**config.mk**
```make
export PLATFORM = sky130hd
export DESIGN_NAME = sdr_stream_deframer_alaw
export DESIGN_NICKNAME = d
export VERILOG_FILES = /design/src/rtl/sdrdf_pkg.sv /design/src/rtl/sdrdf_front.sv /design/src/rtl/sdrdf_fifo.sv /design/src/rtl/sdrdf_back.sv /design/src/rtl/sdr_stream_deframer_alaw.sv
export SDC_FILE = /design/constraint.sdc
export NUM_CORES = 1
export LEC_CHECK = 0
export BUFFER_PORTS_ARGS = -buffer_cell sky130_fd_sc_hd__buf_2
export CAP_MARGIN = 15
export CELL_PAD_IN_SITES_DETAIL_PLACEMENT = 1
export CELL_PAD_IN_SITES_GLOBAL_PLACEMENT = 1
export CORE_MARGIN = 8
export CORE_UTILIZATION = 56
export CTS_CLUSTER_DIAMETER = 60
export DETAILED_ROUTE_END_ITERATION = 10
export PLACE_DENSITY_LB_ADDON = 0.25
export SLEW_MARGIN = 20
export SYNTH_ARGS = -nofsm -noshare
export SYNTH_HDL_FRONTEND = slang
export SYNTH_SLANG_ARGS = --single-unit
```
**constraint.sdc**
```tcl
create_clock -name clk_i -period 20.3 [get_ports clk_i]
set_input_delay 1.015 -clock clk_i [delete_from_list [all_inputs] [get_ports clk_i]]
set_output_delay 1.015 -clock clk_i [all_outputs]
set_load 0.01 [all_outputs]
```
**src/rtl/sdrdf_pkg.sv**
```systemverilog
// ----------------------------------------------------------------------------
// sdrdf_pkg
// Shared types, constants and the A-law expander for the stream deframer.
// ----------------------------------------------------------------------------
`default_nettype none

package sdrdf_pkg;

  localparam int unsigned QDepth   = 4;
  localparam int unsigned QPtrW    = $clog2(QDepth);
  localparam int unsigned PosW     = 17;
  localparam int unsigned CfgDataW = 16;
  localparam int unsigned CfgIdxW  = 3;

  localparam logic [PosW-1:0] LenHiPos    = 17'd3;
  localparam logic [PosW-1:0] LenLoPos    = 17'd4;
  localparam logic [PosW-1:0] RssiPos     = 17'd6;
  localparam logic [PosW-1:0] RateFirstPos = 17'd9;
  localparam logic [PosW-1:0] RateLastPos = 17'd12;
  localparam logic [6:0]      AudioHdrMin = 7'd5;
  localparam logic [6:0]      SpecHdrMin  = 7'd13;

  localparam logic [7:0]  RstSpecCode  = 8'd0;
  localparam logic [7:0]  RstAudioCode = 8'd1;
  localparam logic [6:0]  RstSpecHdr   = 7'd15;
  localparam logic [6:0]  RstAudioHdr  = 7'd5;
  localparam logic [15:0] RstMaxSamp   = 16'd4096;

  typedef enum logic [2:0] {
    KIND_AUDIO    = 3'd0,
    KIND_SPECTRUM = 3'd1,
    KIND_RSSI     = 3'd2,
    KIND_RATE     = 3'd3,
    KIND_DISCARD  = 3'd4
  } kind_e;

  typedef enum logic [CfgIdxW-1:0] {
    CFG_SPEC_CODE  = 3'd0,
    CFG_AUDIO_CODE = 3'd1,
    CFG_SPEC_HDR   = 3'd2,
    CFG_AUDIO_HDR  = 3'd3,
    CFG_MAX_SAMP   = 3'd4
  } cfg_idx_e;

  typedef enum logic [1:0] {
    REM_NONE = 2'd0,
    REM_RSSI = 2'd1,
    REM_RATE = 2'd2
  } rem_e;

  // one classified byte: optional leading result, optional rssi/rate tail
  typedef struct packed {
    logic        has_first;
    kind_e       kind;
    logic        first_last;
    logic        tail;
    logic [7:0]  data;
    logic [7:0]  rssi;
    logic [31:0] rate;
  } op_t;

  function automatic logic [15:0] alaw_decode(input logic [7:0] code);
    logic [7:0]  a;
    logic [15:0] mag;
    a = code ^ 8'h55;
    if (a[6:4] == 3'd0) begin
      mag = {8'd0, a[3:0], 4'b1000};
    end else begin
      mag = ({8'd0, a[3:0], 4'b0000} + 16'h0108) << (a[6:4] - 3'd1);
    end
    alaw_decode = a[7] ? mag : (16'd0 - mag);
  endfunction

endpackage

`default_nettype wire

```
**src/rtl/sdrdf_front.sv**
```systemverilog
// ----------------------------------------------------------------------------
// sdrdf_front
// Config registers, frame tracking and byte classification.
// ----------------------------------------------------------------------------
`default_nettype none

module sdrdf_front
  import sdrdf_pkg::*;
(
  input  wire logic                clk_i,
  input  wire logic                rst_ni,
  input  wire logic                cfg_valid_i,
  output logic                     cfg_ready_o,
  input  wire logic [CfgIdxW-1:0]  cfg_index_i,
  input  wire logic [CfgDataW-1:0] cfg_data_i,
  input  wire logic                accept_i,
  input  wire logic [7:0]          byte_i,
  output logic                     push_o,
  output op_t                      op_o
);

  logic [7:0]      spec_code_q, audio_code_q;
  logic [6:0]      spec_hdr_q, audio_hdr_q;
  logic [15:0]     max_samp_q;

  logic            in_frame_q, in_frame_d;
  logic            is_audio_q, is_audio_d;
  logic [PosW-1:0] pos_q, pos_d;
  logic [15:0]     plen_q, plen_d;
  logic [7:0]      rssi_q, rssi_d;
  logic [31:0]     rate_q, rate_d;
  logic [15:0]     kept_q, kept_d;

  logic [15:0]     plen_new;
  logic [7:0]      rssi_new;
  logic [31:0]     rate_new;
  logic [6:0]      hlen;
  logic [PosW-1:0] end_pos;
  logic            at_end, in_payload, keep, last_kept;

  assign cfg_ready_o = 1'b1;

  always_ff @(posedge clk_i or negedge rst_ni) begin
    if (!rst_ni) begin
      spec_code_q  <= RstSpecCode;
      audio_code_q <= RstAudioCode;
      spec_hdr_q   <= RstSpecHdr;
      audio_hdr_q  <= RstAudioHdr;
      max_samp_q   <= RstMaxSamp;
    end else if (cfg_valid_i) begin
      case (cfg_idx_e'(cfg_index_i))
        CFG_SPEC_CODE:  spec_code_q  <= cfg_data_i[7:0];
        CFG_AUDIO_CODE: audio_code_q <= cfg_data_i[7:0];
        CFG_SPEC_HDR:   spec_hdr_q   <= cfg_data_i[6:0];
        CFG_AUDIO_HDR:  audio_hdr_q  <= cfg_data_i[6:0];
        CFG_MAX_SAMP:   max_samp_q   <= cfg_data_i;
        default: ;
      endcase
    end
  end

  assign plen_new = (pos_q == LenHiPos) ? {byte_i, plen_q[7:0]} :
                    (pos_q == LenLoPos) ? {plen_q[15:8], byte_i} : plen_q;
  assign rssi_new = (!is_audio_q && pos_q == RssiPos) ? byte_i : rssi_q;
  assign rate_new = (!is_audio_q && pos_q >= RateFirstPos && pos_q <= RateLastPos) ?
                    {rate_q[23:0], byte_i} : rate_q;
  assign hlen = is_audio_q ? ((audio_hdr_q < AudioHdrMin) ? AudioHdrMin : audio_hdr_q)
                           : ((spec_hdr_q < SpecHdrMin) ? SpecHdrMin : spec_hdr_q);
  assign end_pos    = {10'd0, hlen} + {1'b0, plen_new} - 17'd1;
  assign at_end     = (pos_q >= end_pos);
  assign in_payload = (pos_q >= {10'd0, hlen});
  assign keep       = (kept_q < max_samp_q);
  assign last_kept  = at_end || (({1'b0, kept_q} + 17'd1) == {1'b0, max_samp_q});

  always_comb begin
    in_frame_d = in_frame_q;
    is_audio_d = is_audio_q;
    pos_d      = pos_q;
    plen_d     = plen_q;
    rssi_d     = rssi_q;
    rate_d     = rate_q;
    kept_d     = kept_q;
    push_o     = 1'b0;
    op_o       = '0;
    op_o.kind  = KIND_DISCARD;
    op_o.data  = byte_i;
    op_o.rssi  = rssi_new;
    op_o.rate  = rate_new;
    if (accept_i) begin
      if (!in_frame_q) begin
        if (byte_i == spec_code_q || byte_i == audio_code_q) begin
          in_frame_d = 1'b1;
          is_audio_d = (byte_i != spec_code_q);
          pos_d      = 17'd1;
          plen_d     = '0;
          rssi_d     = '0;
          rate_d     = '0;
          kept_d     = '0;
        end else begin
          push_o           = 1'b1;
          op_o.has_first   = 1'b1;
          op_o.first_last  = 1'b1;
        end
      end else begin
        plen_d = plen_new;
        rssi_d = rssi_new;
        rate_d = rate_new;
        if (is_audio_q) begin
          if (in_payload && keep) begin
            push_o          = 1'b1;
            op_o.has_first  = 1'b1;
            op_o.kind       = KIND_AUDIO;
            op_o.first_last = last_kept;
            kept_d          = kept_q + 16'd1;
          end
        end else begin
          op_o.kind      = KIND_SPECTRUM;
          op_o.has_first = in_payload;
          op_o.tail      = at_end;
          push_o         = in_payload || at_end;
        end
        if (at_end) begin
          in_frame_d = 1'b0;
          pos_d      = '0;
        end else begin
          pos_d = pos_q + 17'd1;
        end
      end
    end
  end

  always_ff @(posedge clk_i or negedge rst_ni) begin
    if (!rst_ni) begin
      in_frame_q <= 1'b0;
      is_audio_q <= 1'b0;
      pos_q      <= '0;
      plen_q     <= '0;
      rssi_q     <= '0;
      rate_q     <= '0;
      kept_q     <= '0;
    end else begin
      in_frame_q <= in_frame_d;
      is_audio_q <= is_audio_d;
      pos_q      <= pos_d;
      plen_q     <= plen_d;
      rssi_q     <= rssi_d;
      rate_q     <= rate_d;
      kept_q     <= kept_d;
    end
  end

endmodule

`default_nettype wire

```
**src/rtl/sdrdf_fifo.sv**
```systemverilog
// ----------------------------------------------------------------------------
// sdrdf_fifo
// Small queue of classified bytes between front and back.
// ----------------------------------------------------------------------------
`default_nettype none

module sdrdf_fifo
  import sdrdf_pkg::*;
(
  input  wire logic clk_i,
  input  wire logic rst_ni,
  input  wire logic push_i,
  input  wire op_t  op_i,
  output logic      full_o,
  input  wire logic pop_i,
  output op_t       op_o,
  output logic      empty_o
);

  op_t              mem_q [QDepth];
  logic [QPtrW-1:0] wr_q, wr_d, rd_q, rd_d;
  logic [QPtrW:0]   cnt_q, cnt_d;

  assign full_o  = (cnt_q == (QPtrW+1)'(QDepth));
  assign empty_o = (cnt_q == '0);
  assign op_o    = mem_q[rd_q];

  always_comb begin
    wr_d  = push_i ? wr_q + 1'b1 : wr_q;
    rd_d  = pop_i ? rd_q + 1'b1 : rd_q;
    cnt_d = cnt_q + {{QPtrW{1'b0}}, push_i} - {{QPtrW{1'b0}}, pop_i};
  end

  always_ff @(posedge clk_i) begin
    if (push_i) begin
      mem_q[wr_q] <= op_i;
    end
  end

  always_ff @(posedge clk_i or negedge rst_ni) begin
    if (!rst_ni) begin
      wr_q  <= '0;
      rd_q  <= '0;
      cnt_q <= '0;
    end else begin
      wr_q  <= wr_d;
      rd_q  <= rd_d;
      cnt_q <= cnt_d;
    end
  end

endmodule

`default_nettype wire

```
**src/rtl/sdrdf_back.sv**
```systemverilog
// ----------------------------------------------------------------------------
// sdrdf_back
// Expands queued entries into result transfers, A-law decode, output register.
// ----------------------------------------------------------------------------
`default_nettype none

module sdrdf_back
  import sdrdf_pkg::*;
(
  input  wire logic   clk_i,
  input  wire logic   rst_ni,
  input  wire op_t    op_i,
  input  wire logic   empty_i,
  output logic        pop_o,
  output logic        m_axis_tvalid,
  input  wire logic   m_axis_tready,
  output logic [47:0] m_axis_tdata,
  output logic [2:0]  m_axis_tuser,
  output logic        m_axis_tlast
);

  logic        vld_q, vld_d;
  kind_e       kind_q, kind_d;
  logic [15:0] samp_q, samp_d;
  logic [31:0] val_q, val_d;
  logic        last_q, last_d;
  rem_e        rem_q, rem_d;
  logic [7:0]  rssi_q, rssi_d;
  logic [31:0] rate_q, rate_d;
  logic        free;

  assign free          = !vld_q || m_axis_tready;
  assign m_axis_tvalid = vld_q;
  assign m_axis_tdata  = {val_q, samp_q};
  assign m_axis_tuser  = kind_q;
  assign m_axis_tlast  = last_q;

  always_comb begin
    vld_d  = vld_q;
    kind_d = kind_q;
    samp_d = samp_q;
    val_d  = val_q;
    last_d = last_q;
    rem_d  = rem_q;
    rssi_d = rssi_q;
    rate_d = rate_q;
    pop_o  = 1'b0;
    if (free) begin
      vld_d = 1'b0;
      case (rem_q)
        REM_RSSI: begin
          vld_d  = 1'b1;
          kind_d = KIND_RSSI;
          samp_d = '0;
          val_d  = {24'd0, rssi_q};
          last_d = 1'b0;
          rem_d  = REM_RATE;
        end
        REM_RATE: begin
          vld_d  = 1'b1;
          kind_d = KIND_RATE;
          samp_d = '0;
          val_d  = rate_q;
          last_d = 1'b1;
          rem_d  = REM_NONE;
        end
        default: begin
          if (!empty_i) begin
            pop_o  = 1'b1;
            vld_d  = 1'b1;
            rssi_d = op_i.rssi;
            rate_d = op_i.rate;
            if (op_i.has_first) begin
              kind_d = op_i.kind;
              last_d = op_i.first_last;
              if (op_i.kind == KIND_AUDIO) begin
                samp_d = alaw_decode(op_i.data);
                val_d  = '0;
              end else begin
                samp_d = '0;
                val_d  = {24'd0, op_i.data};
              end
              rem_d = op_i.tail ? REM_RSSI : REM_NONE;
            end else begin
              kind_d = KIND_RSSI;
              samp_d = '0;
              val_d  = {24'd0, op_i.rssi};
              last_d = 1'b0;
              rem_d  = REM_RATE;
            end
          end
        end
      endcase
    end
  end

  always_ff @(posedge clk_i or negedge rst_ni) begin
    if (!rst_ni) begin
      vld_q <= 1'b0;
      rem_q <= REM_NONE;
    end else begin
      vld_q <= vld_d;
      rem_q <= rem_d;
    end
  end

  always_ff @(posedge clk_i) begin
    kind_q <= kind_d;
    samp_q <= samp_d;
    val_q  <= val_d;
    last_q <= last_d;
    rssi_q <= rssi_d;
    rate_q <= rate_d;
  end

endmodule

`default_nettype wire

```
**src/rtl/sdr_stream_deframer_alaw.sv**
```systemverilog
// ----------------------------------------------------------------------------
// sdr_stream_deframer_alaw
// Splits a byte stream into spectrum/audio frames, A-law decodes audio.
//
//  channel  dir  handshake                  payload
//  s_axis   in   tvalid/tready              tdata[7:0] in_byte
//  m_axis   out  tvalid/tready              tdata, tuser kind, tlast last
//  cfg      in   cfg_valid_i/cfg_ready_o    cfg_index_i, cfg_data_i
//
// One input byte per cycle while the queue is not full; a result reaches m_axis
// through the queue write and then the output register.
// A spectrum frame end emits up to three results, which the back end drains
// in turn; a 4-entry queue absorbs that and output stalls.
// Input stalls only when the queue is full. Reset is asynchronous and
// clears all frame state and restores register defaults; no clearing pass.
// ----------------------------------------------------------------------------
`default_nettype none

module sdr_stream_deframer_alaw
  import sdrdf_pkg::*;
(
  input  wire logic                clk_i,
  input  wire logic                rst_ni,
  input  wire logic                cfg_valid_i,
  output logic                     cfg_ready_o,
  input  wire logic [CfgIdxW-1:0]  cfg_index_i,
  input  wire logic [CfgDataW-1:0] cfg_data_i,
  input  wire logic                s_axis_tvalid,
  output logic                     s_axis_tready,
  input  wire logic [7:0]          s_axis_tdata,  // [7:0] in_byte
  output logic                     m_axis_tvalid,
  input  wire logic                m_axis_tready,
  output logic [47:0]              m_axis_tdata,  // [15:0] audio_sample, [47:16] value
  output logic [2:0]               m_axis_tuser,  // [2:0] kind
  output logic                     m_axis_tlast
);

  logic accept, push, pop, full, empty;
  op_t  op_in, op_out;

  assign s_axis_tready = !full;
  assign accept        = s_axis_tvalid && s_axis_tready;

  sdrdf_front u_front (
    .clk_i       (clk_i),
    .rst_ni      (rst_ni),
    .cfg_valid_i (cfg_valid_i),
    .cfg_ready_o (cfg_ready_o),
    .cfg_index_i (cfg_index_i),
    .cfg_data_i  (cfg_data_i),
    .accept_i    (accept),
    .byte_i      (s_axis_tdata),
    .push_o      (push),
    .op_o        (op_in)
  );

  sdrdf_fifo u_fifo (
    .clk_i   (clk_i),
    .rst_ni  (rst_ni),
    .push_i  (push),
    .op_i    (op_in),
    .full_o  (full),
    .pop_i   (pop),
    .op_o    (op_out),
    .empty_o (empty)
  );

  sdrdf_back u_back (
    .clk_i         (clk_i),
    .rst_ni        (rst_ni),
    .op_i          (op_out),
    .empty_i       (empty),
    .pop_o         (pop),
    .m_axis_tvalid (m_axis_tvalid),
    .m_axis_tready (m_axis_tready),
    .m_axis_tdata  (m_axis_tdata),
    .m_axis_tuser  (m_axis_tuser),
    .m_axis_tlast  (m_axis_tlast)
  );

endmodule

`default_nettype wire

```
==> results of run 1 <==
==> flip-flops by register name (all words and copies together) (netlist names), 2 cells and up <==
name and flops:
u_back.rssi_q 8, u_front.kept_q 16, u_front.rssi_q 8, u_front.pos_q 17, u_front.max_samp_q 16, u_front.spec_hdr_q 7, u_front.plen_q 16, u_fifo.mem_q 212
u_fifo.cnt_q 3, u_back.samp_q 13, u_front.audio_hdr_q 7, u_back.rate_q 32, u_back.m_axis_tuser 3, u_back.val_q 32, u_back.rem_q 2, u_front.rate_q 32
u_fifo.rd_q 2, u_fifo.wr_q 2, u_front.spec_code_q 8, u_front.audio_code_q 8
==> cell families after synthesis <==
group / count (synthesis) / share of synthesized area
buf+inv: 148 / 0.0288
mux: 156 / 0.113
xor+xnor: 69 / 0.0291
simple gates: 314 / 0.0769
flops: 448 / 0.613
compound gates: 261 / 0.0894
other cells: 2 / 0.000362
fa+ha+maj: 81 / 0.0494
==> worst min-delay path by stage <==
stage	end	slack (ns)	startpoint	cells past startpoint
2_1_floorplan	u_front.plen_q[10]	0.45	u_front.plen_q[10]	2
3_3_place_gp	u_front.plen_q[15]	0.46	u_front.plen_q[15]	2
5_1_grt	u_front.plen_q[11]	0.51	u_front.plen_q[11]	2
3_5_place_dp	u_front.plen_q[15]	0.47	u_front.plen_q[15]	2
4_1_cts	u_front.plen_q[15]	0.48	u_front.plen_q[15]	2
6_report	u_front.plen_q[15]	0.48	u_front.plen_q[15]	2
==> metal layers <==
layer / vias up / GRT usage / routed length (um)
met5: - / 0 / 0
met4: 0 / 0.0843 / 1570
met3: 98 / 0.0368 / 2340
met2: 352 / 0.422 / 26700
met1: 6683 / 0.301 / 21100
li1: 5759 / - / -
==> power by group through the flow <==
stage	combinational, mW	sequential (mW)	clock [mW]
2_1_floorplan	1.15	1.51	0
3_3_place_gp	1.53	1.52	0
3_5_place_dp	1.59	1.55	0
4_1_cts	1.62	1.55	0.929
5_1_grt	1.77	1.57	0.957
6_report	1.60	1.55	0.915
==> final cells by class <==
class                      instances  area, um2
sequential                       448      12700
fill                            3459      13300
timing repair buffer              98        537
clock buffer                      69       1400
clock inverter                    20        264
inverter                          75        282
multi-input combinational        885       7530
tap                              468        586
==> worst reg2reg max path: cells and delay by family (launching register included) <==
family,cells,cell delay [ns]
AO/OA/AOI/OAI,8,2.60
AND/OR/NAND/NOR,9,2.08
adder cells (fa/ha/maj),7,1.90
flip-flops,1,0.43
buffers and inverters,5,0.39
multiplexers,1,0.32
XOR/XNOR,2,0.27
==> cells in the mapped netlist, types with 8 or more instances <==
library cell  instances
a211oi_1              8
a21o_1               13
a21oi_1              56
a222oi_1              8
a22o_1               20
a32o_1               32
and2_1               35
and3_1               15
buf_2                13
clkbuf_1             48
dfrtp_1             139
dfstp_2               8
edfxtp_1            301
ha_1                 78
inv_1                74
mux2_2               76
mux2i_1              23
mux4_2               55
nand2_1              85
nand2b_1              9
nand3_1              22
nand4_1              12
nor2_1               68
nor2b_1              14
nor3_1               22
nor4_1                8
o21ai_0              60
xnor2_1              53
xor2_1               16
==> metrics list, run 1 <==
* Number of CTS-inserted buffers: 48
* Share of total power consumed by net switching: 0.369
- Worst-skew pair later-pin latency: 0.60 ns
- Counting both buffers and inverters, the worst setup path holds a total of 5.
- Summing over every cut layer, the via total after detailed routing is 12,892.
- First-pass GRT wire length: 81.8 mm
- In this run, distinct cell masters in the synthesized netlist total 76.
- Final Setup Violations: 0
- In this design, the largest share of critical-path delay is due to compound AO/OA/AOI/OAI gates.
- After technology mapping, the gate count stands at 1,479.
* Synth area leader: edfxtp_1
- Summed over all failing endpoints, the final setup total negative slack is 0 ns.
- PD cells: 174 mW/mm2
- The synthesized netlist occupies a cell area of 0.0208 mm2.
- Run status: finished clean
- Net Switching: 1.50 mW
- Non-Filler Instances: 2,063
- Clock share of power: 0.225
- Maximum root-to-sink buffer count: 3
- Peak Freq: 123 MHz
- Yosys attributes the largest share of cell area to edfxtp_1 44%, dfrtp_1 17%, mux4_2 6.0%, ha_1 4.7%, mux2_2 4.1%.
- After synthesis the netlist holds a flip-flop and latch count of 448.
- Maximum Capacitance Violations: 0
- At the pin with the least slew margin, the transition time is 1.02 ns.
- Layout overhead on the synthesized area: 12.3%
- Synth Area per Inst: 14.0 um2
- In the routed layout, each cell is associated on average with a via count of 6.25.
* Beginning of the critical path: u_front.pos_q[7]
- 87 I/O pins were placed.
* Share of flip-flops with an asynchronous set or reset after synthesis: 0.328
* Clock Pin Slew Worst Setup and Hold Paths: 0.06 ns
* Worst rel slew slack: 0.322
- In this run the standard cell core region covers 0.0366 mm2.
- Critical path fanouts, max: 10
* Combinational cell fraction of total power: 0.394
- Buffers inserted to repair hold after CTS numbered 0.
- For this design the static power due to leakage is 9.17 nW.
- In this run the tool buffered the top-level ports with 82 buffer cells.
- Die outline area: 0.0435 mm2
- Worst supply voltage drop on vdd: 0.0727 mV
- The internal portion of the total power is 2.56 mW.
- In this run the critical register-to-register path is captured at u_fifo.cnt_q[2].
- The critical path in this run is classified as flip-flop to flip-flop.
* Remaining Overflow, GRT: 0
- Dominant register cell in the synthesized netlist: edfxtp_1
* Clock tree skew after final layout: 0.0178 ns
* Share of the cycle needed by the critical path after routing: 0.400
* R2r startpoint: u_front.pos_q[7]
- In this run, synthesis inferred 301 flip-flops with an integrated enable.
- Final standard cell utilization of the core: 0.637
- In this run, placement finished with an instance count of 1,974.
- Data arrival at the endpoint of the critical path: 8.58 ns
* Global placer's final weighted congestion: 0.831
* Capture point of the worst path: u_fifo.cnt_q[2]
- Worst path slowest cell: a2111oi_0
- DR pass1 iterations: 5
- Pre-CTS setup slack: 12.27 ns
- For this block, the initial DRC count from the detailed router was 767.
- Clock root cell: clkbuf_16
* Overall track demand over capacity in global routing: 0.240
- Remaining DRCs: 0
* Number of diodes added for antenna fixing: 0
* Category of the worst setup path capture point: flip-flop
* Yosys warning total: 0
- Part of the power in registers: 0.381
- Class of the tightest hold or removal check: flip-flop to flip-flop
- Total of cells resized after clock tree synthesis: 0
* Die Ht: 209 um
- The number of antenna violations at the first check in global routing was 0.
* Post-route total power: 4.06 mW
* Via count of the first global-routing pass: 14,027
* Detail Placement HPWL: 32.0 mm
- Most common library cell in the layout ignoring fill and taps: edfxtp_1
* Logic depth of the worst path, buffers included: 32
* Fraction of post-synthesis cell area in the top cell type by area: 0.435
- STA puts the critical path data required time at 20.76 ns.
- TritonCTS built the clock tree.
- Final min period: 8.12 ns
* Top library cells by usage in the layout, fill and taps aside: 301 x edfxtp_1, 137 x dfrtp_1, 85 x nand2_1, 81 x buf_2, 78 x ha_1
- Largest net degree at the start of global routing: 89
- The floorplan step set the die width to 209 um.
- The final max-slew violation count is 0.
- # clock sinks: 448
- Register-to-register setup slack: 12.18 ns
- In this run the cell area measured after placement is 0.0217 mm2.
- Hold slack: 0.482 ns
- Once layout is done, the placed cells without fillers occupy 0.0233 mm2.
- Fin nets: 1,668
- Count of buffers added by post-CTS timing repair for setup: 0
- After detailed routing, the average wire length per cell comes to 25.1 um.
* Worst Reg-to-Reg Cells: 32
* RSZ-0062 raised after global routing: no
- Initial Util: 0.567
- The worst setup path is launched from a flip-flop.
* Share of final-layout standard cells stronger than drive strength 1: 0.213
* Site Rows: 70
* Longest individual stage delay on the worst path: 0.79 ns
* Post-route setup slack: 12.18 ns
- The final layout contains routed wiring with a total length of 51.7 mm.
- Portion of the post-synthesis area used by sequential elements: 0.613
- The H-tree was split into 2 levels.
- The detail route stage leaves a number of antenna-violating nets equal to 0.
- Endpoints failing hold: 0
(Power assumes the default switching activity.)
==> inputs of run 2 (changes only) <==
--- a/config.mk
+++ b/config.mk
@@ -5,12 +5,13 @@
 export SDC_FILE = /design/constraint.sdc
 export NUM_CORES = 1
 export LEC_CHECK = 0
+export ABC_AREA = 1
 export BUFFER_PORTS_ARGS = -buffer_cell sky130_fd_sc_hd__buf_2
 export CAP_MARGIN = 15
 export CELL_PAD_IN_SITES_DETAIL_PLACEMENT = 1
 export CELL_PAD_IN_SITES_GLOBAL_PLACEMENT = 1
 export CORE_MARGIN = 8
-export CORE_UTILIZATION = 56
+export CORE_UTILIZATION = 49
 export CTS_CLUSTER_DIAMETER = 60
 export DETAILED_ROUTE_END_ITERATION = 10
 export PLACE_DENSITY_LB_ADDON = 0.25
==> constraint.sdc (replaced) <==
create_clock -name clk_i -period 8.05 [get_ports clk_i]
set_input_delay 0.4025 -clock clk_i [delete_from_list [all_inputs] [get_ports clk_i]]
set_output_delay 0.4025 -clock clk_i [all_outputs]
set_load 0.01 [all_outputs]
==> run 2 against run 1 <==
Count of clock-buffer cells in the layout fell by 1. Die area rose by 16%. Via count rose by 20%. Cell area rose by 3.0%. Highest routed layer unchanged. Sequential power rose by 130%. Global-route usage fell by 1.6 points. Combinational power rose to 2.8 times the previous value.
==> metrics list, run 2 <==
- Run status: finished clean (unchanged).
- Commonest cells in the netlist: 454 x nand2_1, 301 x edfxtp_1, 211 x nor2_1, 185 x inv_1, 159 x o21ai_0 (was 301 x edfxtp_1, 139 x dfrtp_1, 85 x nand2_1, 78 x ha_1, 76 x mux2_2)
* Final Routed Wirelength: 56.5 mm (was 51.7 mm)
- The depth of the critical timing path with buffers and inverters included came to 39 (was 32).
- The XOR/XNOR share of the synthesized area is 0.0212 (was 0.0291).
* Die Ht: 224 um (was 209 um)
- Global placer's final weighted congestion: 0.855 (was 0.831)
* Register-to-register setup slack: 0.86 ns (was 12.18 ns)
- The final number of hold-violating endpoints was 0 (unchanged).
- Number of CTS-inserted buffers: 51 (was 48)
- Most common library cell in the layout ignoring fill and taps: nand2_1 (was edfxtp_1)
- The routed via count divided by cell count came to 5.52 (was 6.25).
- The number of rows created at floorplan came to 76 (was 70).
- The worst setup slack before clock tree synthesis is 0.959 ns (was 12.27 ns).
* Detail Placement HPWL: 38.0 mm (was 32.0 mm)
- The count of routing violations after the opening detailed-route iteration came to 879 (was 767).
- The final period utilization is 0.893 (was 0.400).
- The number of flops mapped to enable cells by yosys is 301 (unchanged).
* Layout overhead on the synthesized area: 13.1% (was 12.3%)
- Share of final-layout standard cells stronger than drive strength 1: 0.123 (was 0.213)
- Maximum Capacitance Violations: 0 (unchanged)
* Worst slew pin tran: 0.939 ns (was 1.02 ns)
- Critical path fanouts, max: 16 (was 10)
- The final max-slew violation count came to 0 (unchanged).
- The basic-gate share of the synthesized area counting and, or, nand and nor cells came to 0.163 (was 0.0769).
* # clock sinks: 448 (unchanged)
* Maximum root-to-sink buffer count: 3 (unchanged)
* Count of nets left with antenna violations after detail routing: 0 (unchanged)
* First-pass GRT wire length: 89.8 mm (was 81.8 mm)
- The post-route worst hold slack was 0.0432 ns (was 0.482 ns).
* Adder and majority gate portion of the synthesized area: 0.0478 (was 0.0494)
- The share of the synthesized area in compound gates (AO/OA/AOI/OAI) was 0.113 (was 0.0894).
- The number of synthesized register bits was 448 (unchanged).
- Clock root cell: clkbuf_16 (unchanged)
- The dominant combinational cell family by area after synthesis is simple AND/OR/NAND/NOR gates (was multiplexers).
- Dominant register cell in the synthesized netlist: edfxtp_1 (unchanged)
- Largest net degree at the start of global routing: 109 (was 89)
- Beginning of the critical path: u_front.pos_q[15] (was u_front.pos_q[7])
* Post-synthesis instance area: 0.0213 mm2 (was 0.0208 mm2)
- Biggest register: u_fifo.mem_q (unchanged)
- Antenna violations before repair: 0 (unchanged)
* Clock tree skew after final layout: 0.0329 ns (was 0.0178 ns)
- The type of origin of the critical path was a flip-flop (unchanged).
- Dominant delay contributor by cell family on the critical path: simple AND/OR/NAND/NOR gates (was compound AO/OA/AOI/OAI gates)
- Number of standard cells after synthesis: 2,108 (was 1,479)
- The final worst setup slack was 0.859 ns (was 12.18 ns).
- The number of warnings reported in the yosys synthesis log is 0 (unchanged).
- The diode insertion count for antenna repair is 0 (unchanged).
- Top library cells by usage in the layout, fill and taps aside: 454 x nand2_1, 301 x edfxtp_1, 206 x nor2_1, 183 x inv_1, 159 x o21ai_0 (was 301 x edfxtp_1, 137 x dfrtp_1, 85 x nand2_1, 81 x buf_2, 78 x ha_1).
- The cell that appears most often on the critical path is nand2_1.
* Worst-skew pair later-pin latency: 0.62 ns (was 0.60 ns)
* Total vias in the final route: 15,513 (was 12,892)
- Dpl cells: 2,713 (was 1,974)
- The class of the worst hold path is input port to flip-flop (was flip-flop to flip-flop).
- Remaining Overflow, GRT: 0 (unchanged)
* Die width: 224 um (was 209 um)
- Fin nets: 2,294 (was 1,668)
- Worst rel slew slack: 0.374 (was 0.322)
- Summed negative setup slack over all endpoints: 0 ns (unchanged)
- The global routing usage summed across all routing layers came to 0.225 (was 0.240).
* Worst supply voltage drop on vdd: 0.245 mV (was 0.0727 mV)
- Total of cells resized after clock tree synthesis: 0 (unchanged)
* Final min period: 7.19 ns (was 8.12 ns)
- The top-level I/O count is 87 (unchanged).
- The fraction of synthesized cell area taken by the top area cell type is 0.425 (was 0.435).
* Number of port buffers: 82 (unchanged)
* Non-Filler Instances: 2,810 (was 2,063)
* DR pass1 iterations: 5 (unchanged)
* Capture point of the worst path: u_fifo.cnt_q[2] (unchanged)
* Worst Reg-to-Reg Cells: 39 (was 32)
* R2r startpoint: u_front.pos_q[15] (was u_front.pos_q[7])
- The hold buffer count at cts came to 1 (was 0).
- The critical path's slowest cell is nand4_1 (was a2111oi_0).
- Data arrival at the endpoint of the critical path: 7.71 ns (was 8.58 ns)
* Top post-synthesis cells by area: edfxtp_1 43%, dfrtp_1 16%, nand2_1 8.0%, ha_1 4.6%, o21ai_0 3.7% (was edfxtp_1 44%, dfrtp_1 17%, mux4_2 6.0%, ha_1 4.7%, mux2_2 4.1%)
- Core area: 0.0430 mm2 (was 0.0366 mm2)
- The total DRC errors in the routed layout is 0 (unchanged).
- The number of library cell types mapped by synthesis came to 60 (was 76).
- Required time of the critical path: 8.57 ns (was 20.76 ns)
* Final standard cell utilization of the core: 0.559 (was 0.637)
- Static Leak: 10.1 nW (was 9.17 nW)
* Final Setup Violations: 0 (unchanged)
* Area of the multi-input gates: 0.00742 mm2 (was 0.00753 mm2)
- The multiplexer share of the synthesized area was 0.000942 (was 0.113).
- The most numerous cell in the Yosys netlist was nand2_1 (was edfxtp_1).
- The effective utilization at floorplan was 0.495 (was 0.567).
- Peak Freq: 139 MHz (was 123 MHz)
- CTS tree: built (unchanged)
- The clock transition at the registers of the reported paths came to 0.06 ns (about the same).
- The reg-to-reg critical path endpoint was u_fifo.cnt_q[2] (unchanged).
- The buffer count from post-CTS setup fixing was 0 (unchanged).
* Buf/Inv on CP: 7 (was 5)
- The fraction of synthesis flops using an asynchronous set or reset pin is 0.328 (unchanged).
- The layout filler cell count is 4,738 (was 3,459).
- Reg area: 0.0127 mm2 (about the same)
* WS Path Type: flip-flop to flip-flop (unchanged)
- The kind of capture point of the worst setup path is a flip-flop (unchanged).
- Die outline area: 0.0503 mm2 (was 0.0435 mm2)
* RSZ-0062 raised after global routing: no (unchanged)
- Portion of the post-synthesis area used by sequential elements: 0.599 (was 0.613)
- Synth Area per Inst: 10.1 um2 (was 14.0 um2)
- Synth area leader: edfxtp_1 (unchanged)
- Flip-flop count of the largest register, all copies and words added: 212 (unchanged)
- Routed WL per cell: 20.1 um (was 25.1 um)
* Longest individual stage delay on the worst path: 0.56 ns (was 0.79 ns)
- The power density relative to cell area was 443 mW/mm2 (was 174 mW/mm2).
- H-tree levels: 2 (unchanged)
* Via count of the first global-routing pass: 16,339 (was 14,027)
==> run 2: area by class of cell <==
class / instances / share of cell area
clock buffer: 68 / 0.0591
clock inverter: 28 / 0.0182
inverter: 200 / 0.0313
multi-input combinational: 1382 / 0.308
sequential: 448 / 0.529
tap: 585 / 0.0304
timing repair buffer: 99 / 0.0230
==> run 2: cells by family (layout without fill, tap and decap cells) <==
kind of cell	Yosys count	count (layout)
AND/OR/NAND/NOR	837	837
flip-flops	448	448
AO/OA/AOI/OAI	409	409
buffers and inverters	280	395
adder cells (fa/ha/maj)	80	80
XOR/XNOR	50	50
other	2	4
multiplexers	2	2
==> run 2: per-layer routing <==
metal  vias up  GRT usage  wire [um]
met1      7795      0.284      24100
met5         -          0          0
met4         0     0.0481        972
met2       306      0.402      28900
met3        72     0.0374       2570
li1       7340          -          -
==> run 2: worst register-to-register path, delay by kind of cell, from the launching register on <==
family          cells  cell delay (ns)
fa+ha+maj           7             1.98
simple gates       20             2.79
compound gates      3             0.87
xor+xnor            2             0.32
flops               1             0.46
buf+inv             7             0.65
==> run 2: per-stage QoR <==
| step | area [um2] | power (mW) |
|---|---|---|
| finish | 24000 | 10.6 |
| global placement | 22200 | 7.91 |
| CTS | 24000 | 10.7 |
| global route | 24000 | 11.4 |
| floorplan | 21300 | 6.74 |
| detailed placement | 22200 | 8.17 |
==> run 2: worst min path at each step <==
stage / startpoint / to / slack [ns] / depth (start not counted)
floorplan: rst_ni / u_back.m_axis_tvalid / 0.11 / 0
global placement: u_front.plen_q[12] / u_front.plen_q[12] / 0.47 / 2
detailed placement: u_front.plen_q[12] / u_front.plen_q[12] / 0.48 / 2
CTS: cfg_data_i[13] / u_front.max_samp_q[13] / 0.01 / 3
global route: cfg_data_i[12] / u_front.max_samp_q[12] / 0.04 / 3
finish: cfg_data_i[13] / u_front.max_samp_q[13] / 0.04 / 3
==> run 2: report_power, final <==
group | leakage, nW | switching (mW) | internal [mW] | total (mW)
Clock | 0.911 | 0.976 | 1.54 | 2.52
Combinational | 4.47 | 3.17 | 1.38 | 4.54
Sequential | 4.74 | 0.284 | 3.30 | 3.59
Total | 10.1 | 4.43 | 6.22 | 10.6
==> inputs of run 3 (changes only) <==
--- a/config.mk
+++ b/config.mk
@@ -11,7 +11,7 @@
 export CELL_PAD_IN_SITES_DETAIL_PLACEMENT = 1
 export CELL_PAD_IN_SITES_GLOBAL_PLACEMENT = 1
 export CORE_MARGIN = 8
-export CORE_UTILIZATION = 49
+export CORE_UTILIZATION = 53
 export CTS_CLUSTER_DIAMETER = 60
 export DETAILED_ROUTE_END_ITERATION = 10
 export PLACE_DENSITY_LB_ADDON = 0.25
==> constraint.sdc (replaced) <==
create_clock -name clk_i -period 8.9 [get_ports clk_i]
set_input_delay 0.445 -clock clk_i [delete_from_list [all_inputs] [get_ports clk_i]]
set_output_delay 0.445 -clock clk_i [all_outputs]
set_load 0.01 [all_outputs]
==> run 3 against run 2 <==
Core utilization is 3.9 points higher. Non-clock buffer count grew 2. Cell area decreased by 1.4%. Critical path type unchanged. Critical endpoint unchanged.
==> metrics list, run 3 (same netlist as run 2, synthesis figures left out) <==
* Run status: finished clean (unchanged)
* Placed Instance Area: 0.0221 mm2 (was 0.0222 mm2)
* Maximum Capacitance Violations: 0 (unchanged)
* Final standard cell utilization of the core: 0.598 (was 0.559)
- Peak Freq: 134 MHz (was 139 MHz)
* # clock sinks: 448 (unchanged)
- The relative max-transition margin was 0.314 (was 0.374).
- The total DRC errors in the routed layout came to 0 (unchanged).
- Overall track demand over capacity in global routing: 0.266 (was 0.225)
- GRT met1 Usage: 0.317 (was 0.284)
- The diode insertion count for antenna repair was 0 (unchanged).
- Class of the tightest hold or removal check: input port to flip-flop (unchanged)
- RSZ-0062 raised after global routing: no (unchanged).
- Number of port buffers: 82 (unchanged)
* Antenna violations before repair: 0 (unchanged)
- The time the final worst path needs with I/O delays and setup is 7.47 ns (was 7.19 ns).
- Clock Pin Slew Worst Setup and Hold Paths: 0.06 ns (about the same)
- Non-Filler Instances: 2,746 (was 2,810)
- Remaining Overflow, GRT: 0 (unchanged)
* Core area: 0.0396 mm2 (was 0.0430 mm2)
* Clock tree skew after final layout: 0.0185 ns (was 0.0329 ns)
- The relative area change from synthesis to final layout was 11.5% (was 13.1%).
- The last weighted congestion value of the routability-driven placer was 0.904 (was 0.855).
* Number of CTS-inserted buffers: 48 (was 51)
- The number of global-route vias before repair came to 17,582 (was 16,339).
- The standby leakage power is 9.98 nW (was 10.1 nW).
- Grt met2 use: 0.475 (was 0.402)
- Element type at the critical path start: flip-flop (unchanged)
- The full die area is 0.0468 mm2 (was 0.0503 mm2).
- The number of vias after detailed routing is 16,128 (was 15,513).
- The power density relative to cell area came to 404 mW/mm2 (was 443 mW/mm2).
* Largest net degree at the start of global routing: 92 (was 109)
* Data arrival at the endpoint of the critical path: 7.96 ns (was 7.71 ns)
- The number of flip-flops in the largest register was 212 (unchanged).
- Design Area, Final: 0.0237 mm2 (was 0.0240 mm2)
- WS Path Type: flip-flop to flip-flop (unchanged)
- First-pass GRT wire length: 97.9 mm (was 89.8 mm)
- The number of gates given a new drive strength after cts came to 0 (unchanged).
- The die boundary height was 216 um (was 224 um).
* Fin nets: 2,293 (was 2,294)
* Detail Placement HPWL: 41.3 mm (was 38.0 mm)
- Worst supply voltage drop on vdd: 0.160 mV (was 0.245 mV)
* First-iteration detailed-routing DRC count: 1,169 (was 879)
* Final Setup Violations: 0 (unchanged)
* Count of nets left with antenna violations after detail routing: 0 (unchanged)
- The worst path required time is 9.39 ns (was 8.57 ns).
- The critical path's slowest cell is nand4_1 (unchanged).
- Share of the cycle needed by the critical path after routing: 0.840 (was 0.893)
- Top library cells by usage in the layout, fill and taps aside: 454 x nand2_1, 301 x edfxtp_1, 206 x nor2_1, 184 x inv_1, 159 x o21ai_0 (was 454 x nand2_1, 301 x edfxtp_1, 206 x nor2_1, 183 x inv_1, 159 x o21ai_0)
- The most common library cell in the layout ignoring fill and taps is nand2_1 (unchanged).
- The largest register by flop count was u_fifo.mem_q (unchanged).
- Clock root cell: clkbuf_16 (unchanged)
- Summed negative setup slack over all endpoints: 0 ns (unchanged)
* Critical path fanouts, max: 16 (unchanged)
- The final max-slew violation count is 0 (unchanged).
- The TritonCTS clock tree is built (unchanged).
- GR Layer Usage met3: 0.0408 (was 0.0374)
- Initial Util: 0.536 (was 0.495)
- The kind of capture point of the worst setup path is a flip-flop (unchanged).
- Endpoints failing hold: 0 (unchanged)
- The average wire per cell in the routed design was 22.9 um (was 20.1 um).
- Longest individual stage delay on the worst path: 0.62 ns (was 0.56 ns)
* H-tree levels: 2 (unchanged)
- Worst slew pin tran: 1.03 ns (was 0.939 ns)
- Site Rows: 73 (was 76)
- The total routed wirelength came to 62.9 mm (was 56.5 mm).
- Dpl cells: 2,654 (was 2,713)
* Top-level port count: 87 (unchanged)
- Maximum root-to-sink buffer count: 3 (unchanged)
* Worst-skew pair later-pin latency: 0.61 ns (was 0.62 ns)
- The routed via count divided by cell count is 5.87 (was 5.52).
- The die extent in x came to 216 um (was 224 um).
- The fraction of layout cells with a size suffix above 1 is 0.118 (was 0.123).
- The cell with the most instances on the worst path was nand2_1 (unchanged).
- The layer carrying the most global-route usage is met2 (unchanged).
* DR pass1 iterations: 5 (unchanged)
## run 3: changes by cell type in the layout (fill, tap and decap cells not counted), moves of 2 or more
| cell | before | now |
|---|---|---|
| inv_8 | 2 | 0 |
| clkbuf_16 | 51 | 48 |
| bufinv_16 | 9 | 2 |
| clkbuf_8 | 9 | 6 |
| clkinvlp_4 | 1 | 3 |
| clkbuf_1 | 9 | 17 |
| clkinv_4 | 2 | 0 |
## run 3: where the power goes
| group | leakage [nW] | internal (mW) | switching (mW) | total (mW) |
|---|---|---|---|---|
| logic | 4.50 | 1.27 | 3.07 | 4.34 |
| clock network | 0.753 | 1.12 | 0.873 | 2.00 |
| registers | 4.74 | 2.99 | 0.247 | 3.23 |
## run 3: what timing repair did
item | 4_1_cts | 5_1_grt
setup buffers | 0 | 0
hold buffers | 1 | 0
endpoints found under the hold margin | 82 | 0
## run 3: path summary, 6_finish.rpt
kind | from | to | slack [ns] | cells after the start
max | u_front.pos_q[15] | u_fifo.cnt_q[2] | 1.43 | 39
min | cfg_data_i[12] | u_front.max_samp_q[12] | 0.09 | 3
max reg2reg | u_front.pos_q[15] | u_fifo.cnt_q[2] | 1.43 | 39
min reg2reg | u_front.plen_q[14] | u_front.plen_q[14] | 0.50 | 2
max in group asynchronous | rst_ni | u_front.rate_q[1] | 7.04 | 3
min in group asynchronous | rst_ni | u_front.spec_hdr_q[5] | 0.49 | 2
## run 3: through the flow
step	setup WS (ns)	power, mW	hold WS, ns
6_report	1.43	9.57	0.0895
5_1_grt	0.880	10.2	0.0892
4_1_cts	1.22	9.57	0.0678
3_5_place_dp	1.32	7.50	0.483
3_3_place_gp	1.68	7.17	0.468
2_1_floorplan	1.54	6.10	0.149
## run 3: area by class of cell
class / instances / area [um2]
inverter: 200 / 753
clock inverter: 19 / 209
fill: 4327 / 15900
sequential: 448 / 12700
clock buffer: 71 / 1350
timing repair buffer: 101 / 589
multi-input combinational: 1382 / 7420
tap: 525 / 657
## run 3: worst max-delay path: cells and delay by family, from the launching register on
family          cells  cell delay, ns
compound gates      5            1.06
xor+xnor            2            0.28
fa+ha+maj           7            1.96
buf+inv             6            0.60
flops               1            0.45
simple gates       19            2.97
## run 3: routing by layer
layer / wire length, um / vias up / share of wire
met1: 25300 / 8134 / 0.40
met2: 32100 / 499 / 0.51
met4: 2390 / 0 / 0.038
li1: - / 7354 / -
met3: 3060 / 141 / 0.049
met5: 0 / - / 0
